**config.mk**
```make
export PLATFORM = sky130hd
export DESIGN_NAME = servo_shutter_drive_sequencer_top_flat
export DESIGN_NICKNAME = d
export VERILOG_FILES = /design/src/hw/rtl/ssds_pkg.sv /design/src/hw/rtl/ssds_cmd_if.sv /design/src/hw/rtl/ssds_res_if.sv /design/src/hw/rtl/servo_shutter_drive_sequencer_top.sv /design/src/flat_wrapper.sv
export VERILOG_INCLUDE_DIRS = /design/src /design/src/hw/rtl
export SDC_FILE = /design/constraint.sdc
export NUM_CORES = 1
export LEC_CHECK = 0
export ABC_CLOCK_PERIOD_IN_PS = 4400
export BUFFER_PORTS_ARGS = -buffer_cell sky130_fd_sc_hd__buf_2
export CAP_MARGIN = 10
export CORE_UTILIZATION = 35
export CTS_CLUSTER_DIAMETER = 40
export DETAILED_ROUTE_END_ITERATION = 8
export PLACE_DENSITY_LB_ADDON = 0.12
export SKIP_LAST_GASP = 1
export SLEW_MARGIN = 15
export SYNTH_ARGS = -nofsm -noshare
export SYNTH_HDL_FRONTEND = slang
export SYNTH_SLANG_ARGS = --single-unit
```
**constraint.sdc**
```tcl
create_clock -name i_clk -period 4.4 [get_ports i_clk]
set_input_delay 0.88 -clock i_clk [delete_from_list [all_inputs] [get_ports i_clk]]
set_output_delay 0.88 -clock i_clk [all_outputs]
set_load 0.005 [all_outputs]
```
**src/hw/rtl/servo_shutter_drive_sequencer_top_macros.svh**
```systemverilog
// Assertion macros shared by the drive sequencer RTL.
`ifndef SERVO_SHUTTER_DRIVE_SEQUENCER_TOP_MACROS_SVH
`define SERVO_SHUTTER_DRIVE_SEQUENCER_TOP_MACROS_SVH

// Same-cycle implication, disabled while reset is held.
`define SSDS_ASSERT_NOW(label, clk, rst_n, ante, cons, msg) \
    label: assert property (@(posedge clk) disable iff (!rst_n) (ante) |-> (cons)) \
        else $error(msg);

// Next-cycle implication, disabled while reset is held.
`define SSDS_ASSERT_NEXT(label, clk, rst_n, ante, cons, msg) \
    label: assert property (@(posedge clk) disable iff (!rst_n) (ante) |=> (cons)) \
        else $error(msg);

`endif

```
**src/hw/rtl/ssds_pkg.sv**
```systemverilog
// Package with codes, widths and types of the drive sequencer.
package ssds_pkg;

    // Field widths.
    localparam int OP_W       = 3;
    localparam int ARG_W      = 2;
    localparam int DUTY_W     = 11;
    localparam int POS_W      = 2;
    localparam int MODE_W     = 3;
    localparam int PHASE_W    = 2;
    localparam int TIME_W     = 16;
    localparam int COUNT_W    = 17;
    localparam int PULSE_W    = 8;
    localparam int TRIG_W     = 2;
    localparam int CFG_IDX_W  = 3;
    localparam int CFG_DATA_W = 16;

    // Milliseconds that one tick stands for.
    localparam int TICK_MS = 10;

    // Operation codes.
    localparam logic [OP_W-1:0] OP_TICK     = 3'd0;
    localparam logic [OP_W-1:0] OP_STOP     = 3'd1;
    localparam logic [OP_W-1:0] OP_VELOCITY = 3'd2;
    localparam logic [OP_W-1:0] OP_GOTO     = 3'd3;
    localparam logic [OP_W-1:0] OP_SHUTTER  = 3'd4;
    localparam logic [OP_W-1:0] OP_TRIGGER  = 3'd5;

    // Set-shutter argument that opens; every other value closes.
    localparam logic [ARG_W-1:0] ARG_OPEN = 2'd1;

    // Run modes.
    localparam logic [MODE_W-1:0] MODE_STOP       = 3'd0;
    localparam logic [MODE_W-1:0] MODE_IDLE       = 3'd1;
    localparam logic [MODE_W-1:0] MODE_VEL        = 3'd2;
    localparam logic [MODE_W-1:0] MODE_GOTO       = 3'd3;
    localparam logic [MODE_W-1:0] MODE_OPEN       = 3'd4;
    localparam logic [MODE_W-1:0] MODE_CLOSE      = 3'd5;
    localparam logic [MODE_W-1:0] MODE_HOLD_PULSE = 3'd6;
    localparam logic [MODE_W-1:0] MODE_HOLD_VOLT  = 3'd7;

    // Go-to move phases.
    localparam logic [PHASE_W-1:0] PH_IDLE  = 2'd0;
    localparam logic [PHASE_W-1:0] PH_START = 2'd1;
    localparam logic [PHASE_W-1:0] PH_WAIT  = 2'd2;

    // Positions.
    localparam logic [POS_W-1:0] POS_UNKNOWN = 2'd0;
    localparam logic [POS_W-1:0] POS_ONE     = 2'd1;
    localparam logic [POS_W-1:0] POS_NONE3   = 2'd3;

    // Trigger modes.
    localparam logic [TRIG_W-1:0] TRIG_OFF      = 2'd0;
    localparam logic [TRIG_W-1:0] TRIG_LEVEL    = 2'd1;
    localparam logic [TRIG_W-1:0] TRIG_REVERSED = 2'd2;
    localparam logic [TRIG_W-1:0] TRIG_TOGGLE   = 2'd3;

    // Configuration register indexes.
    localparam logic [CFG_IDX_W-1:0] CFG_DEVICE_IS_SHUTTER = 3'd0;
    localparam logic [CFG_IDX_W-1:0] CFG_TRANSIT_TIME_MS   = 3'd1;
    localparam logic [CFG_IDX_W-1:0] CFG_MOVE_DUTY         = 3'd2;
    localparam logic [CFG_IDX_W-1:0] CFG_PULSE_TICKS       = 3'd3;
    localparam logic [CFG_IDX_W-1:0] CFG_PULSE_DUTY        = 3'd4;
    localparam logic [CFG_IDX_W-1:0] CFG_HOLD_DUTY         = 3'd5;
    localparam logic [CFG_IDX_W-1:0] CFG_PULSED_ONLY       = 3'd6;
    localparam logic [CFG_IDX_W-1:0] CFG_TRIGGER_MODE      = 3'd7;

    // Configuration reset values.
    localparam logic [TIME_W-1:0]  RST_TRANSIT_TIME_MS = 16'd2500;
    localparam logic [DUTY_W-1:0]  RST_MOVE_DUTY       = 11'd470;
    localparam logic [PULSE_W-1:0] RST_PULSE_TICKS     = 8'd1;
    localparam logic [DUTY_W-1:0]  RST_PULSE_DUTY      = 11'd1024;
    localparam logic [DUTY_W-1:0]  RST_HOLD_DUTY       = 11'd0;

    localparam logic [COUNT_W-1:0] COUNT_MAX = {COUNT_W{1'b1}};
    localparam logic [PULSE_W-1:0] PULSE_MAX = {PULSE_W{1'b1}};

    // One result transaction.
    typedef struct packed {
        logic              drive_enable;
        logic              drive_direction;
        logic [DUTY_W-1:0] duty;
        logic [POS_W-1:0]  current_position;
        logic              shutter_opened;
        logic [MODE_W-1:0] mode_code;
    } t_result;

endpackage

```
**src/hw/rtl/ssds_cmd_if.sv**
```systemverilog
// Command and tick channel of the drive sequencer.
interface ssds_cmd_if;
    import ssds_pkg::*;

    logic             valid;
    logic             ready;
    logic [OP_W-1:0]  operation;
    logic [ARG_W-1:0] argument;

    modport source (output valid, output operation, output argument, input ready);
    modport sink   (input valid, input operation, input argument, output ready);
endinterface

```
**src/hw/rtl/ssds_res_if.sv**
```systemverilog
// Result channel of the drive sequencer.
interface ssds_res_if;
    import ssds_pkg::*;

    logic              valid;
    logic              ready;
    logic              drive_enable;
    logic              drive_direction;
    logic [DUTY_W-1:0] duty;
    logic [POS_W-1:0]  current_position;
    logic              shutter_opened;
    logic [MODE_W-1:0] mode_code;

    modport source (output valid, output drive_enable, output drive_direction, output duty,
                    output current_position, output shutter_opened, output mode_code,
                    input ready);
    modport sink   (input valid, input drive_enable, input drive_direction, input duty,
                    input current_position, input shutter_opened, input mode_code,
                    output ready);
endinterface

```
**src/hw/rtl/servo_shutter_drive_sequencer_top.sv**
```systemverilog
// Top level of the servo and solenoid shutter drive sequencer.
//
//  Channel   Direction  Handshake      Contents
//  i_cmd     in         valid/ready    operation, argument
//  o_res     out        valid/ready    drive_enable .. mode_code
//  i_cfg_*   in         write enable   register index, data
//
// The mode update for each i_cmd transaction is combinational logic ahead of the
// state registers, and one result leaves per command.
// The result is held in an output register backed by one skid register, so a
// new command is taken while the previous result still waits on o_res.
// i_cmd.ready drops only while the skid register is full.
// Reset is synchronous and active low; it restores all modes, counters and
// configuration registers to their defaults.

`include "servo_shutter_drive_sequencer_top_macros.svh"

module servo_shutter_drive_sequencer_top (
    input  logic                           i_clk,
    input  logic                           i_rst_n,
    input  logic                           i_cfg_we,
    input  logic [ssds_pkg::CFG_IDX_W-1:0]  i_cfg_index,
    input  logic [ssds_pkg::CFG_DATA_W-1:0] i_cfg_data,
    ssds_cmd_if.sink                       i_cmd,
    ssds_res_if.source                     o_res
);
    import ssds_pkg::*;

    // Configuration registers.
    logic               r_device_is_shutter;
    logic [TIME_W-1:0]  r_transit_time_ms;
    logic [DUTY_W-1:0]  r_move_duty;
    logic [PULSE_W-1:0] r_pulse_ticks;
    logic [DUTY_W-1:0]  r_pulse_duty;
    logic [DUTY_W-1:0]  r_hold_duty;
    logic               r_pulsed_only;
    logic [TRIG_W-1:0]  r_trigger_mode;

    always_ff @(posedge i_clk) begin
        if (!i_rst_n) begin
            r_device_is_shutter <= 1'b0;
            r_transit_time_ms   <= RST_TRANSIT_TIME_MS;
            r_move_duty         <= RST_MOVE_DUTY;
            r_pulse_ticks       <= RST_PULSE_TICKS;
            r_pulse_duty        <= RST_PULSE_DUTY;
            r_hold_duty         <= RST_HOLD_DUTY;
            r_pulsed_only       <= 1'b1;
            r_trigger_mode      <= TRIG_OFF;
        end else if (i_cfg_we) begin
            unique case (i_cfg_index)
                CFG_DEVICE_IS_SHUTTER: r_device_is_shutter <= i_cfg_data[0];
                CFG_TRANSIT_TIME_MS:   r_transit_time_ms   <= i_cfg_data[TIME_W-1:0];
                CFG_MOVE_DUTY:         r_move_duty         <= i_cfg_data[DUTY_W-1:0];
                CFG_PULSE_TICKS:       r_pulse_ticks       <= i_cfg_data[PULSE_W-1:0];
                CFG_PULSE_DUTY:        r_pulse_duty        <= i_cfg_data[DUTY_W-1:0];
                CFG_HOLD_DUTY:         r_hold_duty         <= i_cfg_data[DUTY_W-1:0];
                CFG_PULSED_ONLY:       r_pulsed_only       <= i_cfg_data[0];
                CFG_TRIGGER_MODE:      r_trigger_mode      <= i_cfg_data[TRIG_W-1:0];
                default: ;
            endcase
        end
    end

    // Sequencer state.
    logic [MODE_W-1:0]  r_run_mode,        n_run_mode;
    logic [PHASE_W-1:0] r_move_phase,      n_move_phase;
    logic [POS_W-1:0]   r_target_position, n_target_position;
    logic [POS_W-1:0]   r_stored_position, n_stored_position;
    logic               r_dir,             n_dir;
    logic [COUNT_W-1:0] r_transit_count,   n_transit_count;
    logic [PULSE_W-1:0] r_pulse_count,     n_pulse_count;
    logic               r_shutter_state,   n_shutter_state;
    logic [DUTY_W-1:0]  r_duty,            n_duty;
    logic               r_awake,           n_awake;
    logic               r_bridge_phase,    n_bridge_phase;

    // Output register and skid register.
    t_result r_out, r_skid, w_result;
    logic    r_out_valid, r_skid_valid;

    logic w_in_acc, w_out_pop;
    assign i_cmd.ready = !r_skid_valid;
    assign w_in_acc    = i_cmd.valid && i_cmd.ready;
    assign w_out_pop   = r_out_valid && o_res.ready;

    // The go-to timer advances by one tick of milliseconds and sticks at full scale.
    logic [COUNT_W:0] w_transit_sum;
    logic             w_transit_done;
    assign w_transit_sum  = {1'b0, r_transit_count} + (COUNT_W+1)'(TICK_MS);
    assign w_transit_done = r_transit_count >= {1'b0, r_transit_time_ms};

    always_comb begin
        n_run_mode        = r_run_mode;
        n_move_phase      = r_move_phase;
        n_target_position = r_target_position;
        n_stored_position = r_stored_position;
        n_dir             = r_dir;
        n_transit_count   = r_transit_count;
        n_pulse_count     = r_pulse_count;
        n_shutter_state   = r_shutter_state;
        n_duty            = r_duty;
        n_awake           = r_awake;
        n_bridge_phase    = r_bridge_phase;

        unique case (i_cmd.operation)
            OP_TICK: begin
                unique case (r_run_mode)
                    MODE_STOP: begin
                        n_awake    = 1'b0;
                        n_duty     = '0;
                        n_run_mode = MODE_IDLE;
                    end
                    MODE_VEL: begin
                        n_bridge_phase    = r_dir;
                        n_duty            = r_move_duty;
                        n_awake           = 1'b1;
                        n_stored_position = POS_UNKNOWN;
                    end
                    MODE_GOTO: begin
                        if (r_move_phase == PH_START) begin
                            if (r_target_position == r_stored_position) begin
                                // Already there: let the next tick finish the move.
                                n_transit_count = {1'b0, r_transit_time_ms};
                            end else begin
                                n_dir           = (r_target_position != POS_ONE);
                                n_bridge_phase  = (r_target_position != POS_ONE);
                                n_duty          = r_move_duty;
                                n_awake         = 1'b1;
                                n_transit_count = '0;
                            end
                            n_move_phase = PH_WAIT;
                        end else if (r_move_phase == PH_WAIT) begin
                            if (w_transit_done) begin
                                n_awake           = 1'b0;
                                n_run_mode        = MODE_STOP;
                                n_move_phase      = PH_IDLE;
                                n_stored_position = r_target_position;
                            end
                            n_transit_count = w_transit_sum[COUNT_W] ? COUNT_MAX
                                                                     : w_transit_sum[COUNT_W-1:0];
                        end
                    end
                    MODE_OPEN, MODE_CLOSE: begin
                        // Fire the actuation pulse in the commanded direction.
                        n_shutter_state = (r_run_mode == MODE_OPEN);
                        n_bridge_phase  = (r_run_mode == MODE_OPEN);
                        n_duty          = r_pulse_duty;
                        n_awake         = 1'b1;
                        n_pulse_count   = '0;
                        n_run_mode      = (r_pulse_ticks == PULSE_W'(1)) ? MODE_STOP
                                                                        : MODE_HOLD_PULSE;
                    end
                    MODE_HOLD_PULSE: begin
                        if (r_pulse_count >= r_pulse_ticks) begin
                            if (r_pulsed_only) begin
                                n_run_mode = MODE_STOP;
                            end else begin
                                n_duty     = r_hold_duty;
                                n_run_mode = MODE_HOLD_VOLT;
                            end
                        end
                        if (r_pulse_count != PULSE_MAX) begin
                            n_pulse_count = r_pulse_count + PULSE_W'(1);
                        end
                    end
                    default: ;
                endcase
            end
            OP_STOP: n_run_mode = MODE_STOP;
            OP_VELOCITY: begin
                n_dir      = i_cmd.argument[0];
                n_run_mode = MODE_VEL;
            end
            OP_GOTO: begin
                n_target_position = (i_cmd.argument == POS_NONE3) ? POS_UNKNOWN
                                                                  : i_cmd.argument;
                n_run_mode        = MODE_GOTO;
                n_move_phase      = PH_START;
            end
            OP_SHUTTER: begin
                if (r_device_is_shutter) begin
                    n_shutter_state = (i_cmd.argument == ARG_OPEN);
                    n_run_mode      = (i_cmd.argument == ARG_OPEN) ? MODE_OPEN : MODE_CLOSE;
                end
            end
            OP_TRIGGER: begin
                if (r_device_is_shutter) begin
                    unique case (r_trigger_mode)
                        TRIG_LEVEL:
                            n_run_mode = i_cmd.argument[0] ? MODE_OPEN : MODE_CLOSE;
                        TRIG_REVERSED:
                            n_run_mode = i_cmd.argument[0] ? MODE_CLOSE : MODE_OPEN;
                        TRIG_TOGGLE:
                            n_run_mode = r_shutter_state ? MODE_CLOSE : MODE_OPEN;
                        default: ;
                    endcase
                end
            end
            default: ;
        endcase
    end

    // The result reports the drive outputs after this transaction.
    assign w_result.drive_enable     = n_awake;
    assign w_result.drive_direction  = n_bridge_phase;
    assign w_result.duty             = n_duty;
    assign w_result.current_position = n_stored_position;
    assign w_result.shutter_opened   = n_shutter_state;
    assign w_result.mode_code        = n_run_mode;

    always_ff @(posedge i_clk) begin
        if (!i_rst_n) begin
            r_run_mode        <= MODE_STOP;
            r_move_phase      <= PH_IDLE;
            r_target_position <= POS_UNKNOWN;
            r_stored_position <= POS_UNKNOWN;
            r_dir             <= 1'b0;
            r_transit_count   <= '0;
            r_pulse_count     <= '0;
            r_shutter_state   <= 1'b0;
            r_duty            <= '0;
            r_awake           <= 1'b0;
            r_bridge_phase    <= 1'b0;
        end else if (w_in_acc) begin
            r_run_mode        <= n_run_mode;
            r_move_phase      <= n_move_phase;
            r_target_position <= n_target_position;
            r_stored_position <= n_stored_position;
            r_dir             <= n_dir;
            r_transit_count   <= n_transit_count;
            r_pulse_count     <= n_pulse_count;
            r_shutter_state   <= n_shutter_state;
            r_duty            <= n_duty;
            r_awake           <= n_awake;
            r_bridge_phase    <= n_bridge_phase;
        end
    end

    // Output staging. A new transaction goes straight to the output register
    // when it is free or draining; otherwise it parks in the skid register.
    always_ff @(posedge i_clk) begin
        if (!i_rst_n) begin
            r_out_valid  <= 1'b0;
            r_skid_valid <= 1'b0;
        end else begin
            if (w_in_acc) begin
                r_out_valid <= 1'b1;
                if (r_out_valid && !o_res.ready) begin
                    r_skid_valid <= 1'b1;
                end
            end else if (w_out_pop) begin
                r_out_valid  <= r_skid_valid;
                r_skid_valid <= 1'b0;
            end
        end
    end

    always_ff @(posedge i_clk) begin
        if (w_in_acc) begin
            if (!r_out_valid || o_res.ready) begin
                r_out <= w_result;
            end else begin
                r_skid <= w_result;
            end
        end else if (w_out_pop && r_skid_valid) begin
            r_out <= r_skid;
        end
    end

    assign o_res.valid            = r_out_valid;
    assign o_res.drive_enable     = r_out.drive_enable;
    assign o_res.drive_direction  = r_out.drive_direction;
    assign o_res.duty             = r_out.duty;
    assign o_res.current_position = r_out.current_position;
    assign o_res.shutter_opened   = r_out.shutter_opened;
    assign o_res.mode_code        = r_out.mode_code;

    // A parked result always sits behind a shown one.
    `SSDS_ASSERT_NOW(a_skid_behind_out, i_clk, i_rst_n, r_skid_valid, r_out_valid,
                     "skid without output")
    // A parked result stays while the output is stalled.
    `SSDS_ASSERT_NEXT(a_skid_holds, i_clk, i_rst_n, r_skid_valid && !o_res.ready,
                      r_skid_valid && r_out_valid, "skid lost under stall")
    // Only a tick can change the recorded position.
    `SSDS_ASSERT_NEXT(a_pos_on_tick, i_clk, i_rst_n,
                      !(w_in_acc && i_cmd.operation == OP_TICK),
                      r_stored_position == $past(r_stored_position),
                      "position moved without tick")
    // The hold modes are entered only from a fired pulse, so the driver is awake.
    `SSDS_ASSERT_NOW(a_hold_awake, i_clk, i_rst_n,
                     r_run_mode == MODE_HOLD_PULSE || r_run_mode == MODE_HOLD_VOLT,
                     r_awake, "hold mode while asleep")

endmodule
```
**src/flat_wrapper.sv**
```systemverilog
// flat-port wrapper written by rule: the top's interface ports become plain ports
module servo_shutter_drive_sequencer_top_flat import ssds_pkg::*;
  (i_clk, i_rst_n, i_cfg_we, i_cfg_index, i_cfg_data, i_cmd_valid, i_cmd_operation, i_cmd_argument, i_cmd_ready, o_res_valid, o_res_drive_enable, o_res_drive_direction, o_res_duty, o_res_current_position, o_res_shutter_opened, o_res_mode_code, o_res_ready);
  ssds_cmd_if i_cmd_i ();
  ssds_res_if o_res_i ();
  input  logic i_clk;
  input  logic i_rst_n;
  input  logic i_cfg_we;
  input  logic [ssds_pkg::CFG_IDX_W-1:0] i_cfg_index;
  input  logic [ssds_pkg::CFG_DATA_W-1:0] i_cfg_data;
  input wire logic [$bits(i_cmd_i.valid)-1:0] i_cmd_valid;
  input wire logic [$bits(i_cmd_i.operation)-1:0] i_cmd_operation;
  input wire logic [$bits(i_cmd_i.argument)-1:0] i_cmd_argument;
  output wire logic [$bits(i_cmd_i.ready)-1:0] i_cmd_ready;
  output wire logic [$bits(o_res_i.valid)-1:0] o_res_valid;
  output wire logic [$bits(o_res_i.drive_enable)-1:0] o_res_drive_enable;
  output wire logic [$bits(o_res_i.drive_direction)-1:0] o_res_drive_direction;
  output wire logic [$bits(o_res_i.duty)-1:0] o_res_duty;
  output wire logic [$bits(o_res_i.current_position)-1:0] o_res_current_position;
  output wire logic [$bits(o_res_i.shutter_opened)-1:0] o_res_shutter_opened;
  output wire logic [$bits(o_res_i.mode_code)-1:0] o_res_mode_code;
  input wire logic [$bits(o_res_i.ready)-1:0] o_res_ready;
  assign i_cmd_i.valid = i_cmd_valid;
  assign i_cmd_i.operation = i_cmd_operation;
  assign i_cmd_i.argument = i_cmd_argument;
  assign i_cmd_ready = i_cmd_i.ready;
  assign o_res_valid = o_res_i.valid;
  assign o_res_drive_enable = o_res_i.drive_enable;
  assign o_res_drive_direction = o_res_i.drive_direction;
  assign o_res_duty = o_res_i.duty;
  assign o_res_current_position = o_res_i.current_position;
  assign o_res_shutter_opened = o_res_i.shutter_opened;
  assign o_res_mode_code = o_res_i.mode_code;
  assign o_res_i.ready = o_res_ready;
  servo_shutter_drive_sequencer_top u_core (.i_clk(i_clk), .i_rst_n(i_rst_n), .i_cfg_we(i_cfg_we), .i_cfg_index(i_cfg_index), .i_cfg_data(i_cfg_data), .i_cmd(i_cmd_i), .o_res(o_res_i));
endmodule
```
Yosys cells after proc, flatten, opt, wreduce, memory -nomap -nowiden
Cells that the tools add are included.

Equal/unequal tests: 36. Add/subtract/negate cells: 2. Bitwise logic cells: 1. Reduce and logical (&&, ||, !) cells: 35. Mux-type cells: 63. $lt $le $gt $ge: 2.

Operators by type and width (number): 19-bit two-way mux (3); 11-bit two-way mux (5); 11-bit case mux with 5 select lines (1); 17-bit two-way mux (3); 3-bit equality test (second input constant) (9); 3-bit two-way mux (8); 2-bit AND reduction (12); 1-bit two-way mux (22); 17-bit by 4-bit adder with 18-bit output (second input constant) (1); 3-bit by 2-bit equality test with 1-bit output (second input constant) (6); 2-bit two-way mux (9); 3-bit case mux with 6 select lines (1); 17-bit by 16-bit greater-or-equal comparator with 1-bit output (1); 16-bit two-way mux (1); 8-bit case mux with 2 select lines (1); 3-bit case mux with 4 select lines (1); 2-bit nonzero test (6); 5-bit AND reduction (2); 3-bit zero test (3); 3-bit case mux with 3 select lines (1); 8-bit by 1-bit adder with 8-bit output (second input constant) (1); 2-bit equality test (second input constant) (4); 8-bit by 1-bit equality test with 1-bit output (second input constant) (1); 8-bit greater-or-equal comparator (1); 18 further kinds (36).

Register bits after elaboration: 150. Output and inout port bits: 21. Input port bits: 29. Word-level logic and storage cells: 172.

Depth between registers and ports, before layout
Depth in word-level cells: 8. Depth in mapped cells: 10.

Worst setup path before layout
OpenSTA, ideal clock, no wires.

Path kind: input to register. Start point: in i_cmd_valid. End point: reg u_core.r_out, in the netlist u_core.o_res.current_position[0] (enable). Slack: 1476 ps. Stages on the path: 5. Data arrival time: 2522 ps. Data required time: 3999 ps. Path through: nor2b_1 clkbuf_1 clkbuf_1 a21oi_1 a21oi_1.

Longest elaborated chain between the ends: 3.

RTL lines: start: declaration (RTL line flat_wrapper.sv:11) `input wire logic [$bits(i_cmd_i.valid)-1:0] i_cmd_valid;`; 1-bit logical AND * (RTL line servo_shutter_drive_sequencer_top.sv:83) `assign w_in_acc = i_cmd.valid && i_cmd.ready;`; 2-bit inequality test (no line) / 2-bit nonzero test (equally long branches); 2-bit AND reduction (no line) *; end signal: assignment (RTL line servo_shutter_drive_sequencer_top.sv:261) `r_out <= w_result;`; end signal: assignment (RTL line servo_shutter_drive_sequencer_top.sv:266) `r_out <= r_skid;`; end: declaration (RTL line servo_shutter_drive_sequencer_top.sv:78) `t_result r_out, r_skid, w_result;`.

Every way passes the cells marked *; elsewhere a longest branch is shown, timed or not. A chain may end at the register's enable or synchronous reset.

Final worst setup path
Start point: reg u_core.r_pulse_count[0]. End point: reg u_core.r_out, in the netlist u_core.o_res.duty[8] (data pin).

Longest elaborated chain between the ends: 6.

RTL lines: start: declaration (RTL line servo_shutter_drive_sequencer_top.sv:71) `logic [PULSE_W-1:0] r_pulse_count, n_pulse_count;`; start signal: assignment (RTL line servo_shutter_drive_sequencer_top.sv:231) `r_pulse_count <= n_pulse_count;`; 8-bit greater-or-equal comparator (RTL line servo_shutter_drive_sequencer_top.sv:154) `if (r_pulse_count >= r_pulse_ticks) begin`; 11-bit two-way mux (RTL line servo_shutter_drive_sequencer_top.sv:154); 11-bit case mux with 5 select lines (RTL line servo_shutter_drive_sequencer_top.sv:107) `unique case (r_run_mode)`; 11-bit two-way mux (RTL line servo_shutter_drive_sequencer_top.sv:105) `unique case (i_cmd.operation)`; 19-bit two-way mux (RTL line servo_shutter_drive_sequencer_top.sv:260) `if (!r_out_valid || o_res.ready) begin`; 19-bit two-way mux (RTL line servo_shutter_drive_sequencer_top.sv:259) `if (w_in_acc) begin`.

Every way passes these cells. The select of a mux whose other input is x is not followed.

==> results.json <==
{
  "finish.utilization_pct": 40.7,
  "critPathArrivalTime_ns": 3.22,
  "p_leak_nw": 3.35,
  "grt_usage_pct": 20.7,
  "holdBufCountCts": 0,
  "die_y_um": 152,
  "netlist_area_um2": 7850,
  "powerDensity_nw_per_um2": 365,
  "cts_sinks": 150,
  "worstPathMaxFanout": 13,
  "syn_nets": 1027,
  "cts.clk_slew.worst_paths_ns": 0.07,
  "rr_worst_depth": 10,
  "cts_max_path_buffers": 2,
  "grt_pass1_vias": 6160,
  "fp.coreArea_um2": 21900,
  "dp_worst_setup_slack_ns": 1.33,
  "ys_seq_area_share_pct": 43.1,
  "holdWs_ns": 0.459,
  "start_util_pct": 35.8,
  "rows": 54,
  "synthToLayoutAreaGrowth_pct": 13.6,
  "r2r-end": "u_core.o_res.duty[8]",
  "totalWireLength_mm": 22.6,
  "startpoint": "u_core.r_pulse_count[0]",
  "post_cts_buffers": 0,
  "grt_pass1_wl_mm": 36.2,
  "synth_top_flop_cell": "dfxtp_1",
  "ir_drop_uv": 252,
  "vias_per_cell": 5.32,
  "ctsResizeCount": 0,
  "n_antenna_cell": 0,
  "cts_tree": "built",
  "fin_skew_ns": 0.0103,
  "overflow": 0,
  "drt-pass1-iter-count": 4,
  "grt_antenna_before_repair": 1,
  "required_ns": 4.61,
  "max_freq_mhz": 332,
  "cts_buffers": 17,
  "min_period_ns": 3.02,
  "nNetsFinal": 1052,
  "worst_slack_ns": 1.38,
  "layout-drive-gt1-share_pct": 11.2,
  "wire_per_inst_um": 17.5,
  "hold_violations": 0,
  "die_w_um": 152,
  "port_buffers": 49,
  "yosys-top-cells-area": "dfxtp_1, edfxtp_1, nand2_1",
  "regToRegStartpoint": "u_core.r_pulse_count[0]",
  "syn_inst": 970,
  "maxCapViolCount": 0,
  "drcViolationCount": 0,
  "yosys-top-cells-count": "nand2_1, a21oi_1, dfxtp_1, nor2_1",
  "setup.worst_path.class": "reg2reg",
  "synth_cell_type_count": 65,
  "synth_most_common_cell": "nand2_1",
  "synth-async-reset-ratio_pct": 0,
  "dieArea_um2": 23000,
  "drv_slew": 0,
  "synth_edf_count": 38,
  "place_area_um2": 8340,
  "syn_area_per_cell_um2": 8.09,
  "grt_max_degree": 72,
  "htree_levels": 4,
  "final-setup-viol-count": 0,
  "endpoint": "u_core.o_res.duty[8]",
  "yosys.area.top_type_share_pct": 28.6,
  "worst_slew_pin_slew_ns": 0.934,
  "start_kind": "flip-flop",
  "synth_seq_cells": 150,
  "insertion_delay_ns": 0.43,
  "rsz0062_at_grt": "no",
  "num_vias": 6852,
  "min_path_type": "reg2reg",
  "yosysTopAreaCell": "dfxtp_1",
  "place.gp.congestion": 0.856,
  "drtAntennaViolNets": 0,
  "min_period_over_period_pct": 68.5,
  "pin_count": 50,
  "cts-root-buf": "clkbuf_16",
  "final_design_area_no_fill_um2": 8910,
  "slew_headroom_pct": 37.8,
  "tns_ns": 0,
  "dr.first_iter.drc_count": 503,
  "status": "completed",
  "ys_warn_count": 0,
  "r2r_slack_ns": 1.38,
  "place_hpwl_mm": 15.9,
  "fillers": 2335,
  "crit_path_end_kind": "flip-flop"
}
-- report_power, final --
part	internal, mW	switching, mW	total [mW]	leakage (nW)
clock	0.831	0.621	1.45	0.284
sequential	1.46	0.0281	1.49	1.27
combinational	0.101	0.210	0.311	1.80
-- cells by family after synthesis --
group / after synthesis / synth area share, %
AOI/OAI and AO/OA: 285 / 22.4
xor gates and xnor gates: 8 / 0.893
adders and majority gates: 28 / 4.46
buffers and inverters: 102 / 5.29
DFF: 150 / 43.1
muxes: 17 / 2.18
and+or+nand+nor: 380 / 21.6
-- metal layers --
| metal | global-route usage (%) | up-vias | wire, um |
|---|---|---|---|
| met2 | 29.5 | 158 | 9470 |
| li1 | - | 3488 | - |
| met5 | 0 | - | 14 |
| met1 | 31.7 | 3185 | 11800 |
| met4 | 5.30 | 2 | 215 |
| met3 | 3.38 | 19 | 1080 |
-- layout make-up --
| cell class | instances | area, um2 | share of cell area (%) |
|---|---|---|---|
| clock buffers | 21 | 465 | 5.22 |
| flip-flops and latches | 150 | 3380 | 38.0 |
| inverters | 42 | 158 | 1.77 |
| multi-input cells | 718 | 4060 | 45.5 |
| clock inverters | 11 | 113 | 1.26 |
| well taps | 280 | 350 | 3.93 |
| repair buffers | 66 | 385 | 4.32 |
-- sequential cells by signal, indices dropped and copies added (netlist names), 11 cells and up --
name / flops
u_core.r_skid: 19
u_core.r_transit_count: 17
u_core.r_transit_time_ms: 16
u_core.o_res.duty: 11
u_core.r_duty: 11
u_core.r_hold_duty: 11
u_core.r_move_duty: 11
u_core.r_pulse_duty: 11
-- metrics by stage --
step,instances,power [mW]
after floorplan,970,1.72
after global placement,1256,1.84
after detailed placement,1256,1.84
after CTS,1288,3.29
after global routing,1288,3.39
final,1288,3.26
-- worst max-delay path: stages (launching register included) --
cell and delay (ns):
dfxtp_1 0.38, inv_1 0.07, ha_1 0.28, nand2b_1 0.14, a211o_1 0.29, a21oi_1 0.19
a2bb2oi_1 0.22, buf_4 0.25, and2_1 0.44, a211oi_1 0.16, o31ai_1 0.38
-- layout by cell type, fill, tap and decap left out, types with 4 or more instances in the layout --
cell type  Yosys  layout
buf_2          8      49
nor4_1         4       4
or3_1          6       6
clkbuf_16      0      18
and2_1         4       4
o21ai_1        4       4
a211oi_1      27      27
inv_6          0       4
o31ai_1       13      13
and3_1         6       6
o21ai_0       48      47
nand2b_1      20      20
a21o_1         6       6
inv_1         40      40
nor3_1        10      10
dfxtp_1      112     112
a311oi_1       9       9
a21oi_1      113     112
o211ai_1      11      11
a31oi_1       16      16
ha_1          28      28
buf_4          0      16
xor2_1         5       5
edfxtp_1      38      38
nand2_1      195     195
nand4_1       10      10
mux2i_1       16      16
nor2b_1        9       8
nand3_1       25      25
nor2_1        77      77
o21a_1         6       6
-- worst min-delay path by stage --
stage | slack (ns) | to | cells past startpoint | from
2_1_floorplan | 0.44 | u_core.r_pulse_duty[0] | 2 | u_core.r_pulse_duty[0]
3_3_place_gp | 0.44 | u_core.r_pulse_duty[1] | 2 | u_core.r_pulse_duty[1]
3_5_place_dp | 0.45 | u_core.r_pulse_duty[9] | 2 | u_core.r_pulse_duty[9]
4_1_cts | 0.46 | u_core.r_transit_time_ms[10] | 2 | u_core.r_transit_time_ms[10]
5_1_grt | 0.47 | u_core.r_pulse_duty[9] | 2 | u_core.r_pulse_duty[9]
6_report | 0.46 | u_core.r_pulse_duty[9] | 2 | u_core.r_pulse_duty[9]
No activity file was read; power rests on OpenSTA's default activity.
